--- config.mk ---
export PLATFORM = sky130hd
export DESIGN_NAME = three_button_press_classifier_core
export DESIGN_NICKNAME = d
export VERILOG_FILES = /design/src/tbpc_pkg.sv /design/src/tbpc_decide.sv /design/src/three_button_press_classifier_core.sv
export SDC_FILE = /design/constraint.sdc
export NUM_CORES = 1
export LEC_CHECK = 0
export BUFFER_PORTS_ARGS = -buffer_cell sky130_fd_sc_hd__buf_2
export CAP_MARGIN = 20
export CORE_ASPECT_RATIO = 0.9
export CORE_UTILIZATION = 30
export DETAILED_ROUTE_END_ITERATION = 8
export GPL_TIMING_DRIVEN = 0
export PLACE_DENSITY_LB_ADDON = 0.15
export SLEW_MARGIN = 15
export SYNTH_ARGS = -nofsm -noshare
export SYNTH_HDL_FRONTEND = slang
export SYNTH_HIERARCHICAL = 1
export SYNTH_SLANG_ARGS = --single-unit
--- constraint.sdc ---
create_clock -name aclk -period 11.9 [get_ports aclk]
set_input_delay 0.595 -clock aclk [delete_from_list [all_inputs] [get_ports aclk]]
set_output_delay 0.595 -clock aclk [all_outputs]
set_load 0.01 [all_outputs]
--- src/tbpc_pkg.sv ---
// Package with shared types and constants of the three-button press classifier.
`default_nettype none

package tbpc_pkg;

    localparam int unsigned STAMP_W = 32;
    localparam int unsigned CFG_W   = 16;
    localparam int unsigned NUM_BTN = 3;

    localparam logic [CFG_W-1:0] LONG_PRESS_RST = 16'd2000;
    localparam logic [CFG_W-1:0] SHORT_MIN_RST  = 16'd1;
    localparam logic [CFG_W-1:0] SHORT_MAX_RST  = 16'd3000;

    // Button positions in level and flag vectors.
    localparam int unsigned BTN_REC = 0;
    localparam int unsigned BTN_CUR = 1;
    localparam int unsigned BTN_SEL = 2;

    typedef enum logic [1:0] {
        CFG_LONG_PRESS = 2'd0,
        CFG_SHORT_MIN  = 2'd1,
        CFG_SHORT_MAX  = 2'd2
    } cfg_index_t;

    typedef enum logic [1:0] {
        STATUS_IDLE      = 2'd0,
        STATUS_RECORDING = 2'd1,
        STATUS_TRANSMIT  = 2'd2,
        STATUS_OTHER     = 2'd3
    } sys_status_t;

    typedef enum logic [1:0] {
        REC_NONE        = 2'd0,
        REC_STOP        = 2'd1,
        REC_START       = 2'd2,
        REC_CLOSE_START = 2'd3
    } rec_action_t;

    typedef enum logic [2:0] {
        BTN_ACT_NONE    = 3'd0,
        BTN_ACT_MENU    = 3'd1,
        BTN_ACT_ENTER   = 3'd2,
        BTN_ACT_REFUSED = 3'd3,
        BTN_ACT_INVALID = 3'd4
    } btn_action_t;

    typedef struct packed {
        logic [CFG_W-1:0] long_press_ms;
        logic [CFG_W-1:0] short_min_ms;
        logic [CFG_W-1:0] short_max_ms;
    } cfg_t;

    // Input word layout, highest bit first.
    typedef struct packed {
        logic               menu_open;
        logic [1:0]         system_status;
        logic               select_level;
        logic               cursor_level;
        logic               record_level;
        logic [STAMP_W-1:0] now_ms;
    } poll_t;

    // Result word layout, highest bit first.
    typedef struct packed {
        btn_action_t select_action;
        btn_action_t cursor_action;
        rec_action_t record_action;
    } actions_t;

    typedef struct packed {
        logic [NUM_BTN-1:0]              prev_levels;
        logic [NUM_BTN-1:0][STAMP_W-1:0] press_stamp;
        logic [NUM_BTN-1:0]              held_flags;
        logic                            long_fired;
    } btn_state_t;

endpackage

`default_nettype wire

--- src/tbpc_decide.sv ---
// Combinational press classification and next button state for one poll.
`default_nettype none

module tbpc_decide (
    input  wire tbpc_pkg::poll_t      poll,
    input  wire tbpc_pkg::btn_state_t st,
    input  wire tbpc_pkg::cfg_t       cfg,
    output tbpc_pkg::btn_state_t      st_next,
    output tbpc_pkg::actions_t        acts
);

    logic [tbpc_pkg::NUM_BTN-1:0] levels;

    assign levels = {poll.select_level, poll.cursor_level, poll.record_level};

    always_comb begin
        logic [1:0]                  status;
        logic                        menu;
        logic                        rec_edge;
        logic [tbpc_pkg::STAMP_W-1:0] dur;
        tbpc_pkg::btn_action_t       act;

        st_next  = st;
        acts     = '{select_action: tbpc_pkg::BTN_ACT_NONE,
                     cursor_action: tbpc_pkg::BTN_ACT_NONE,
                     record_action: tbpc_pkg::REC_NONE};
        status   = poll.system_status;
        menu     = poll.menu_open;

        // Record button: long press fires once per hold.
        rec_edge = levels[tbpc_pkg::BTN_REC] & ~st.prev_levels[tbpc_pkg::BTN_REC];
        if (rec_edge) begin
            st_next.press_stamp[tbpc_pkg::BTN_REC] = poll.now_ms;
            st_next.held_flags[tbpc_pkg::BTN_REC]  = 1'b1;
            st_next.long_fired                     = 1'b0;
        end
        dur = poll.now_ms - st_next.press_stamp[tbpc_pkg::BTN_REC];
        if (levels[tbpc_pkg::BTN_REC] && st_next.held_flags[tbpc_pkg::BTN_REC]
                && !st_next.long_fired
                && dur >= {{(tbpc_pkg::STAMP_W-tbpc_pkg::CFG_W){1'b0}}, cfg.long_press_ms}) begin
            st_next.long_fired = 1'b1;
            if (status == tbpc_pkg::STATUS_RECORDING) begin
                acts.record_action = tbpc_pkg::REC_STOP;
                status             = tbpc_pkg::STATUS_IDLE;
            end else if (status != tbpc_pkg::STATUS_TRANSMIT) begin
                acts.record_action = menu ? tbpc_pkg::REC_CLOSE_START : tbpc_pkg::REC_START;
                menu               = 1'b0;
                status             = tbpc_pkg::STATUS_RECORDING;
            end
        end
        if (!levels[tbpc_pkg::BTN_REC] && st.prev_levels[tbpc_pkg::BTN_REC]) begin
            st_next.held_flags[tbpc_pkg::BTN_REC] = 1'b0;
        end

        // Cursor then select: short press judged on release.
        for (int i = tbpc_pkg::BTN_CUR; i <= tbpc_pkg::BTN_SEL; i++) begin
            act = tbpc_pkg::BTN_ACT_NONE;
            if (levels[i] && !st.prev_levels[i]) begin
                st_next.press_stamp[i] = poll.now_ms;
                st_next.held_flags[i]  = 1'b1;
            end
            dur = poll.now_ms - st.press_stamp[i];
            if (!levels[i] && st.prev_levels[i] && st.held_flags[i]) begin
                st_next.held_flags[i] = 1'b0;
                if (dur >= {{(tbpc_pkg::STAMP_W-tbpc_pkg::CFG_W){1'b0}}, cfg.short_min_ms}
                        && dur < {{(tbpc_pkg::STAMP_W-tbpc_pkg::CFG_W){1'b0}},
                                  cfg.short_max_ms}) begin
                    if (menu) begin
                        act = tbpc_pkg::BTN_ACT_MENU;
                    end else if (status == tbpc_pkg::STATUS_IDLE) begin
                        menu = 1'b1;
                        act  = tbpc_pkg::BTN_ACT_ENTER;
                    end else begin
                        act = tbpc_pkg::BTN_ACT_REFUSED;
                    end
                end else begin
                    act = tbpc_pkg::BTN_ACT_INVALID;
                end
            end
            if (i == tbpc_pkg::BTN_CUR) begin
                acts.cursor_action = act;
            end else begin
                acts.select_action = act;
            end
        end

        st_next.prev_levels = levels;
    end

endmodule

`default_nettype wire

--- src/three_button_press_classifier_core.sv ---
// Top level of the three-button press classifier: registers, handshake and output stage.
//
//  channel  dir  handshake          word layout
//  s_       in   s_tvalid/s_tready  s_tdata: now_ms, record, cursor, select, status, menu
//  m_       out  m_tvalid/m_tready  m_tdata: record_action, cursor_action, select_action
//  cfg_     in   cfg_wr_en          cfg_addr, cfg_wdata
//
// One word per cycle while results are read at once; each result appears in the cycle after its poll is taken.
// The button state updates at the accept edge, so the next poll sees it at once.
// The output register frees in the cycle it is read, so the input stalls only while
// a result waits on m_tready low.
// Reset (aresetn low, synchronous) clears button state and the output valid flag and loads the default timings.
`default_nettype none

module three_button_press_classifier_core (
    input  wire         aclk,
    input  wire         aresetn,
    input  wire         s_tvalid,
    output logic        s_tready,
    // [31:0] now_ms, [32] record_level, [33] cursor_level, [34] select_level,
    // [36:35] system_status, [37] menu_open, [39:38] zero
    input  wire  [39:0] s_tdata,
    output logic        m_tvalid,
    input  wire         m_tready,
    // [1:0] record_action, [4:2] cursor_action, [7:5] select_action
    output logic [7:0]  m_tdata,
    input  wire         cfg_wr_en,
    input  wire  [1:0]  cfg_addr,
    input  wire  [15:0] cfg_wdata
);

    tbpc_pkg::cfg_t       cfg_reg;
    tbpc_pkg::btn_state_t state_reg;
    tbpc_pkg::btn_state_t state_next;
    tbpc_pkg::poll_t      poll;
    tbpc_pkg::actions_t   acts;
    tbpc_pkg::actions_t   out_reg;
    logic                 out_valid_reg;
    logic                 accept;

    assign poll     = s_tdata[$bits(tbpc_pkg::poll_t)-1:0];
    assign s_tready = !out_valid_reg || m_tready;
    assign accept   = s_tvalid && s_tready;
    assign m_tvalid = out_valid_reg;
    assign m_tdata  = out_reg;

    tbpc_decide u_decide (
        .poll    (poll),
        .st      (state_reg),
        .cfg     (cfg_reg),
        .st_next (state_next),
        .acts    (acts)
    );

    always_ff @(posedge aclk) begin
        if (!aresetn) begin
            cfg_reg.long_press_ms <= tbpc_pkg::LONG_PRESS_RST;
            cfg_reg.short_min_ms  <= tbpc_pkg::SHORT_MIN_RST;
            cfg_reg.short_max_ms  <= tbpc_pkg::SHORT_MAX_RST;
        end else if (cfg_wr_en) begin
            unique case (cfg_addr)
                tbpc_pkg::CFG_LONG_PRESS: cfg_reg.long_press_ms <= cfg_wdata;
                tbpc_pkg::CFG_SHORT_MIN:  cfg_reg.short_min_ms  <= cfg_wdata;
                tbpc_pkg::CFG_SHORT_MAX:  cfg_reg.short_max_ms  <= cfg_wdata;
                default: ;
            endcase
        end
    end

    always_ff @(posedge aclk) begin
        if (!aresetn) begin
            state_reg     <= '0;
            out_valid_reg <= 1'b0;
        end else begin
            if (accept) begin
                state_reg     <= state_next;
                out_valid_reg <= 1'b1;
            end else if (m_tready) begin
                out_valid_reg <= 1'b0;
            end
        end
    end

    always_ff @(posedge aclk) begin
        if (accept) begin
            out_reg <= acts;
        end
    end

    a_stall_blocks_input: assert property (@(posedge aclk) disable iff (!aresetn)
        out_valid_reg && !m_tready |-> !s_tready)
        else $error("input taken while a result waits");

    a_accept_gives_result: assert property (@(posedge aclk) disable iff (!aresetn)
        accept |=> m_tvalid)
        else $error("accepted poll produced no result");

    a_record_fires_once: assert property (@(posedge aclk) disable iff (!aresetn)
        accept && acts.record_action != tbpc_pkg::REC_NONE |=> state_reg.long_fired)
        else $error("record action without fired flag");

    a_cursor_release_clears: assert property (@(posedge aclk) disable iff (!aresetn)
        accept && acts.cursor_action != tbpc_pkg::BTN_ACT_NONE
            |=> !state_reg.held_flags[tbpc_pkg::BTN_CUR])
        else $error("cursor held flag kept after release");

endmodule

`default_nettype wire

Yosys cells after proc, flatten, opt, wreduce, memory -nomap -nowiden
Index checks and enable logic that the tools add are counted.

Logic and storage cells: 106. Register bits after elaboration: 160. Output and inout bits: 10.

Bitwise logic cells: 8. Equality and inequality tests: 4. Reductions and logical operators: 38. Add/subtract/negate cells: 3. $lt $le $gt $ge: 5. Muxes and demuxes: 28.

Operators by type and width (count): $ge 32x16->1 (3); $sub 32x32->32 (3); $lt 32x16->1 (2); $mux 32 (1); $mux 1 (19); $reduce_and 2->1 (9); $logic_and 1x1->1 (13); $mux 2 (5); $mux 3 (3); $reduce_or 3->1 (3); $logic_not 1->1 (7); $not 1->1 (7); $reduce_bool 2->1 (3); $eq 2x1->1 const B (2); $logic_not 2->1 (2); $eq 2x2->1 const B (1); $ne 2x2->1 const B (1); $and 1x1->1 (1); $logic_or 1x1->1 (1).

Logic depth before layout (Yosys ltp)
Gate-level depths: netlist of the first run.

Word-level depth: 14. Mapped depth: 28. Depth with buffers taken out: 26.

By module
Netlist of the first run, hierarchy kept.

By module, submodules not included: tbpc_decide (sequential area each 0.0 sq um, instances 1, area each 9213.8 sq um, cells each 1392); three_button_press_classifier_core (sequential area each 3283.1 sq um, instances 1, area each 6013.3 sq um, cells each 654).

Least setup slack after synthesis of the first run
OpenSTA, ideal clock, no wires.

Kind: in2reg. Start: in s_tdata[32]. End: reg out_reg (netlist bit m_tdata[5]), data pin. Arrival time: 6.047 ns. Setup slack: 5.594 ns. Path buffers: 5. Stages on the path: 27. Setup time: 0.259 ns. Required time: 11.641 ns. Cell sequence: nand2b_2 > buf_2 > buf_2 > buf_1 > clkbuf_1 > nand2_1 > nand2_1 > inv_1 > ha_1 > clkbuf_1 > a31o_2 > a41o_1 > a31o_2 > or2_2 > xor2_1 > ha_1 > a21o_1 > a21o_1 > a211oi_1 > o31a_1 > o2111ai_1 > a2111o_1 > or4_4 > a2111oi_4 > nor2_2 > o31ai_4 > a21oi_2.

RTL lines: start, declared (line three_button_press_classifier_core.sv:22) `input wire [39:0] s_tdata,`; end signal, assigned (line three_button_press_classifier_core.sv:86) `out_reg <= acts;`; end, declared (line three_button_press_classifier_core.sv:37) `tbpc_pkg::actions_t out_reg;`.

==> results of run 1 <==
==> stage by stage <==
stage,utilization [%],worst slack (ns)
floorplan,-,5.594
global placement,33.07,3.298
detailed placement,33.07,3.334
CTS,34.28,3.537
global route,34.28,3.162
finish,34.28,3.636
==> metal layers <==
metal  vias to the layer above  part of all wire (%)  wire [um]  GRT usage [%]
met1                      6784                    50      25670          28.34
met3                        53                   4.3       2244          2.712
met4                         0                   2.4       1263          6.774
met5                         -                     0          0              0
met2                       299                    44      22680          31.76
li1                       7360                     -          -              -
==> power breakdown <==
part	switching, mW	total [mW]	internal, mW	leakage (nW)
clock	0.260	0.577	0.316	0.282
combinational	0.450	0.732	0.282	5.50
sequential	0.0175	0.585	0.567	1.32
total	0.728	1.89	1.17	7.11
==> placed cells by master, fill, tap and decap left out, drive strengths merged, types with 6 or more instances in the layout <==
cell       n
xor2      26
o22ai     10
dfxtp    152
mux2i    124
nand4     21
nand3     80
a21o      51
and2      11
o21bai    10
a31oi     14
nand2    412
inv      175
o21a      17
and3       6
a311oi     6
a21boi    11
edfxtp     8
clkbuf    92
a21oi    112
nor3      23
nor2      70
a211oi    19
a2111oi    7
o41ai      6
nand2b    21
buf      102
maj3       9
nor2b     24
o211ai    20
o21ai    163
xnor2     45
mux2      27
ha       163
or2        7
==> cells in the mapped netlist (16+ instances only) <==
| cell type | count |
|---|---|
| xnor2_1 | 45 |
| o21a_1 | 17 |
| nand4_1 | 21 |
| dfxtp_1 | 152 |
| nor3_1 | 23 |
| ha_1 | 163 |
| a21oi_1 | 110 |
| nand2_1 | 412 |
| nand3_1 | 80 |
| o21ai_0 | 147 |
| nor2b_1 | 23 |
| inv_1 | 169 |
| buf_2 | 16 |
| nand2b_1 | 19 |
| a21o_1 | 51 |
| clkbuf_1 | 70 |
| a211oi_1 | 19 |
| mux2_2 | 27 |
| mux2i_1 | 124 |
| o211ai_1 | 20 |
| nor2_1 | 69 |
| xor2_1 | 26 |
==> tightest hold or removal path, cell delays in order <==
cell and delay (ns):
buf_2 0.09, mux2i_1 0.06, nand2_1 0.06
==> area by class of cell <==
type                            count  area [sq um]
Buffer                            106         503.0
Clock buffer                       20         479.2
Clock inverter                     12         120.1
Fill cell                        5302         32610
Inverter                          171         641.9
Multi-Input combinational cell   1609         10800
Sequential cell                   160          3283
Tap cell                          671         839.6
Timing Repair Buffer               68         340.3
==> kinds of logic (layout without fill, tap and decap cells) <==
logic type	after synthesis	after routing	share of synthesized area, %
flip-flops	160	160	21.56
XOR/XNOR	71	71	4.084
AO/OA/AOI/OAI	505	505	21.62
adder cells (fa/ha/maj)	174	174	14.28
multiplexers	151	151	10.15
AND/OR/NAND/NOR	708	708	20.79
buffers and inverters	277	377	7.519
==> final timing paths <==
kind / startpoint / to / slack [ns] / depth (start not counted)
max: state_reg[100] / m_tdata[2] / 3.64 / 26
min: cfg_wdata[0] / cfg_reg[16] / 0.36 / 3
max reg2reg: state_reg[100] / m_tdata[2] / 3.64 / 26
min reg2reg: state_reg[48] / state_reg[48] / 0.46 / 2
==> key figures, run 1 <==
Final layout
  – Antenna cells: 0
  – Layout cells sized above 1: 8.760%
  – Finished Layout Cells: 2,817
  – Number of flip-flops in the largest register: 103
  – Design area: 0.01701 sq mm
  – P&R area growth vs syn: 11.68%
  – Nets: 2,361

CTS
  – Resize count post-CTS: 0
  – CTS buffer count: 17
  – Clock Latency Late Sink: 0.47 ns
  – CTS tree: built
  – Setup bufs post-CTS: 0
  – Clock sink count: 160
  – Root buf cell: clkbuf_16
  – H-tree levels: 4
  – CTS Buffer Depth: 2
  – CTS clock-pin slew for the worst setup and hold paths: 0.07 ns
  – Hold-fix buffers, CTS: 0

Global routing
  – Vias in the first global route: 14,080
  – GRT Util Overall: 20.25%
  – Antenna violations before repair: 3
  – First-pass GRT wire length: 79.94 mm
  – Gr ovfl total: 0
  – Largest net degree at the start of global routing: 18

Timing
  – Minimum clock period: 8.264 ns
  – Final setup violating endpoints: 0
  – RSZ-0062 raised after global routing: false
  – Headroom to the max-slew limit: 37.12%
  – Tcrit/Tclk final: 69.44%
  – Final hold slack: 0.3629 ns
  – FMAX: 0.1210 GHz
  – Final setup TNS: 0 ns
  – Slew Limit Fails: 0
  – Clock skew: 0.007284 ns
  – Slew @ Worst Pin: 0.9194 ns
  – Hold Fails Final Rpt: 0

Placed design
  – Port bufs: 68
  – GPL Wtd Cong: 0.8846
  – DP HPWL: 42.32 mm
  – Placed cell areas: 0.01641 sq mm
  – Cells after DPL: 2,785

Power
  – PwrDens: 111.4 mW/mm^2
  – Final Power: 1.894 mW
  – Max VDD drop: 0.1128 mV
  – Leak Pwr: 7.106 nW

Floorplan
  – Die H: 215.7 um
  – IO Count: 73
  – Initial Util: 30.69%
  – Die X: 239.5 um
  – CORE AREA: 0.04962 sq mm
  – Die Area: 0.05166 sq mm
  – Rows: 77

Setup path
  – CP max stage delay: 0.82 ns
  – Crit-path max FO: 10
  – Worst path slowest cell: a2111oi_0
  – CP Data Arrival Time: 8.48 ns
  – Most Frequent Cell on Critical Path: ha_1
  – Top delay family on crit path: compound AO/OA/AOI/OAI gates
  – CP required: 12.11 ns
  – Startpoint types: flip-flop
  – CP bufs+invs: 5
  – Worst Setup End Kind: flip-flop
  – Critical path type: reg -> reg

Routing
  – DRC: 0
  – First-pass detailed-route iteration total: 5
  – DRT iter0 DRCs: 998
  – Vias per std cell: 5.146
  – Final wirelength: 51.86 mm
  – WL/cell: 18.41 um
  – Routed vias: 14,500
  – Final ANT Viol Nets: 0

Yosys
  – Number of synthesized flops with an enable pin: 8
  – Synth area leaders: dfxtp_1, ha_1, nand2_1, mux2i_1, o21ai_0
  – Mean Syn Cell Area: 7.442 sq um
  – Area of the mapped netlist: 0.01523 sq mm
  – Post-synth ARST share: 0%
  – Post-Syn Nets: 2,274
  – Synth Instances: 2,046
  – Post-synth top area cell: dfxtp_1
  – Netlist cell types: 92
  – Yosys top cell area share: 19.98%
  – Synth Register Bits: 160
  – Yosys warning count: 6
  – Sequential area share after synthesis: 21.56%
  – Ys flop type: dfxtp_1

Job
  – Max-cap violations: 0

Status
  – Status: finished, final reports clean

Hold path
  – Hold crit path type: in -> reg
Power figures use the tool's default switching activity.
==> run 2, diff against run 1 <==
==> constraint.sdc (replaced) <==
create_clock -name aclk -period 8.4 [get_ports aclk]
set_input_delay 0.42 -clock aclk [delete_from_list [all_inputs] [get_ports aclk]]
set_output_delay 0.42 -clock aclk [all_outputs]
set_load 0.01 [all_outputs]
==> run 2 against run 1 <==
Net effect:
- total power rose by 42%
- clock power grew 41%
- sequential power is 42% higher
- first-iteration DRC count up 0.50%
- sequential share of layout area is essentially flat
- via count is 0.16% higher
- sequential cell count did not move
- register-to-register slack got worse by 3.0 ns
- final cell count did not move
- critical endpoint unchanged
- highest routed layer unchanged
==> key figures, run 2 (synthesis results as in run 1) <==
Timing
  – Tcrit/Tclk final: 92.88% (+23 points)
  – RSZ-0062 raised after global routing: false
  – Slew Limit Fails: 0 (unchanged)
  – Final hold slack: 0.1882 ns (-0.1747 ns)
  – FMAX: 0.1282 GHz (+5.9%)
  – Slew @ Worst Pin: 0.8519 ns (-0.06750 ns)
  – Minimum clock period: 7.802 ns (-0.4616 ns)
  – Clock skew: 0.007548 ns (+0.0002643 ns)
  – Headroom to the max-slew limit: 43.21% (+6.1 points)
  – Hold Fails Final Rpt: 0 (unchanged)
  – Final setup TNS: 0 ns (unchanged)
  – Final setup violating endpoints: 0 (unchanged)

Routing
  – First-pass detailed-route iteration total: 5 (unchanged)
  – Final ANT Viol Nets: 0 (unchanged)
  – DRC: 0 (unchanged)
  – Max layer used: met4
  – DRT iter0 DRCs: 1,003 (+0.50%)
  – Met2 Wirelength: 22.71 mm (+0.14%)
  – Routed vias: 14,520 (+0.16%)
  – Vias per std cell: 5.154 (+0.16%)
  – DRT met1 WL: 25.65 mm (about the same)
  – Final wirelength: 51.85 mm (about the same)
  – WL/cell: 18.41 um (about the same)
  – Met3 wire len: 2.226 mm (-0.80%)

CTS
  – CTS tree: built
  – Root buf cell: clkbuf_16
  – CTS buffer count: 17 (unchanged)
  – H-tree levels: 4 (unchanged)
  – CTS clock-pin slew for the worst setup and hold paths: 0.07 ns (about the same)
  – Hold-fix buffers, CTS: 0 (unchanged)
  – Clock Latency Late Sink: 0.47 ns (about the same)
  – Clock sink count: 160 (unchanged)
  – CTS Buffer Depth: 2 (unchanged)

Setup path
  – Worst Setup End Kind: flip-flop
  – CP Data Arrival Time: 8.02 ns (-0.46 ns)
  – Critical path type: reg -> reg
  – CP required: 8.61 ns (-3.50 ns)
  – Startpoint types: flip-flop
  – Crit-path max FO: 10 (unchanged)

Final layout
  – Commonest non-fill, non-tap cell in the layout: nand2_1
  – Layout cells sized above 1: 8.807% (+0.047 points)
  – Antenna cells: 0 (unchanged)
  – Number of flip-flops in the largest register: 103 (unchanged)
  – Fill cell count: 5,301 (-0.019%)
  – Area occupied by multi-input gates: 0.01080 sq mm (about the same)
  – Nets: 2,361 (unchanged)
  – Most frequent cells in the layout: nand2_1, inv_1, ha_1
  – P&R area growth vs syn: 11.70% (about the same)
  – Reg area: 0.003283 sq mm (unchanged)

Global routing
  – Antenna violations before repair: 3 (unchanged)
  – GRT Util Overall: 20.25% (unchanged)
  – Gr ovfl total: 0 (unchanged)
  – Vias in the first global route: 14,080 (unchanged)
  – First-pass GRT wire length: 79.94 mm (unchanged)
  – Largest net degree at the start of global routing: 18 (unchanged)

Floorplan
  – Initial Util: 30.69% (unchanged)
  – Die Area: 0.05166 sq mm (unchanged)
  – Die X: 239.5 um (unchanged)
  – CORE AREA: 0.04962 sq mm (unchanged)
  – IO Count: 73 (unchanged)
  – Die H: 215.7 um (unchanged)
  – Rows: 77 (unchanged)

Hold path
  – Hold crit path type: in -> reg

Status
  – Status: finished, final reports clean

Placed design
  – DP HPWL: 42.32 mm (unchanged)
  – GPL Wtd Cong: 0.8846 (unchanged)
  – Port bufs: 68 (unchanged)

Job
  – Max-cap violations: 0 (unchanged)

Power
  – Max VDD drop: 0.1597 mV (+42%)
  – Leak Pwr: 7.109 nW (about the same)
  – PwrDens: 157.7 mW/mm^2 (+42%)
[run 2: changes by cell type in the layout (fill, tap and decap cells not counted)]
cell and change:
clkbuf_2 +1, a2111oi_1 +1, buf_1 -1, a2111oi_0 -1
[run 2: where the power goes]
part	total (mW)	internal [mW]	switching, mW
sequential	0.828	0.804	0.0248
clock	0.816	0.448	0.368
combinational	1.04	0.400	0.638
[run 2: repair_timing]
| action | CTS | global route |
|---|---|---|
| setup endpoints to repair | 0 | 6 |
| setup buffers | 0 | 0 |
| resized for setup | 0 | 2 |
[run 2: worst max-delay path: stages (launching register included)]
cell,delay (ns)
dfxtp_1,0.42
nand2b_2,0.23
buf_2,0.25
buf_2,0.27
clkbuf_2,0.39
clkbuf_1,0.47
o21ai_0,0.27
ha_1,0.26
inv_1,0.09
ha_1,0.14
a21oi_1,0.06
o22ai_2,0.25
a21oi_1,0.21
a2111oi_1,0.68
nor2_1,0.13
xnor2_1,0.27
ha_1,0.29
a21o_1,0.16
a211oi_1,0.42
o31a_1,0.24
o2111ai_1,0.11
a2111o_1,0.32
or4_4,0.51
a2111oi_4,0.54
nor2_2,0.16
o31ai_4,0.29
nor2_1,0.08
[run 2: routing by layer]
| metal | vias up | GRT usage [%] |
|---|---|---|
| met4 | 0 | 6.774 |
| met1 | 6807 | 28.34 |
| met3 | 53 | 2.712 |
| met5 | - | 0 |
| li1 | 7360 | - |
| met2 | 299 | 31.76 |
[run 2: worst paths after layout]
check                       from             to  slack [ns]  cells after the start
setup reg to reg  state_reg[100]     m_tdata[2]        0.60                     26
hold / removal      cfg_wdata[0]    cfg_reg[16]        0.19                      3
hold reg to reg    state_reg[48]  state_reg[48]        0.46                      2
setup / recovery  state_reg[100]     m_tdata[2]        0.60                     26
[run 2: final cells by class]
cell class                      instances  share of cell area, %
Inverter                              171                  3.774
Clock buffer                           20                  2.817
Multi-Input combinational cell       1609                  63.50
Sequential cell                       160                  19.30
Clock inverter                         12                 0.7062
Buffer                                106                  2.965
Tap cell                              671                  4.936
Timing Repair Buffer                   68                  2.001
[run 2: metrics by stage]
stage	total power, mW	worst slack (ns)	instances	utilization (%)	instance area (sq um)
after floorplan	1.578	2.269	2046	-	15230
after global placement	1.857	-0.02683	2785	33.07	16410
after detailed placement	1.871	0.008509	2785	33.07	16410
after CTS	2.702	0.03696	2817	34.28	17010
after global routing	2.863	0.06949	2817	34.28	17010
final	2.683	0.5979	2817	34.28	17010
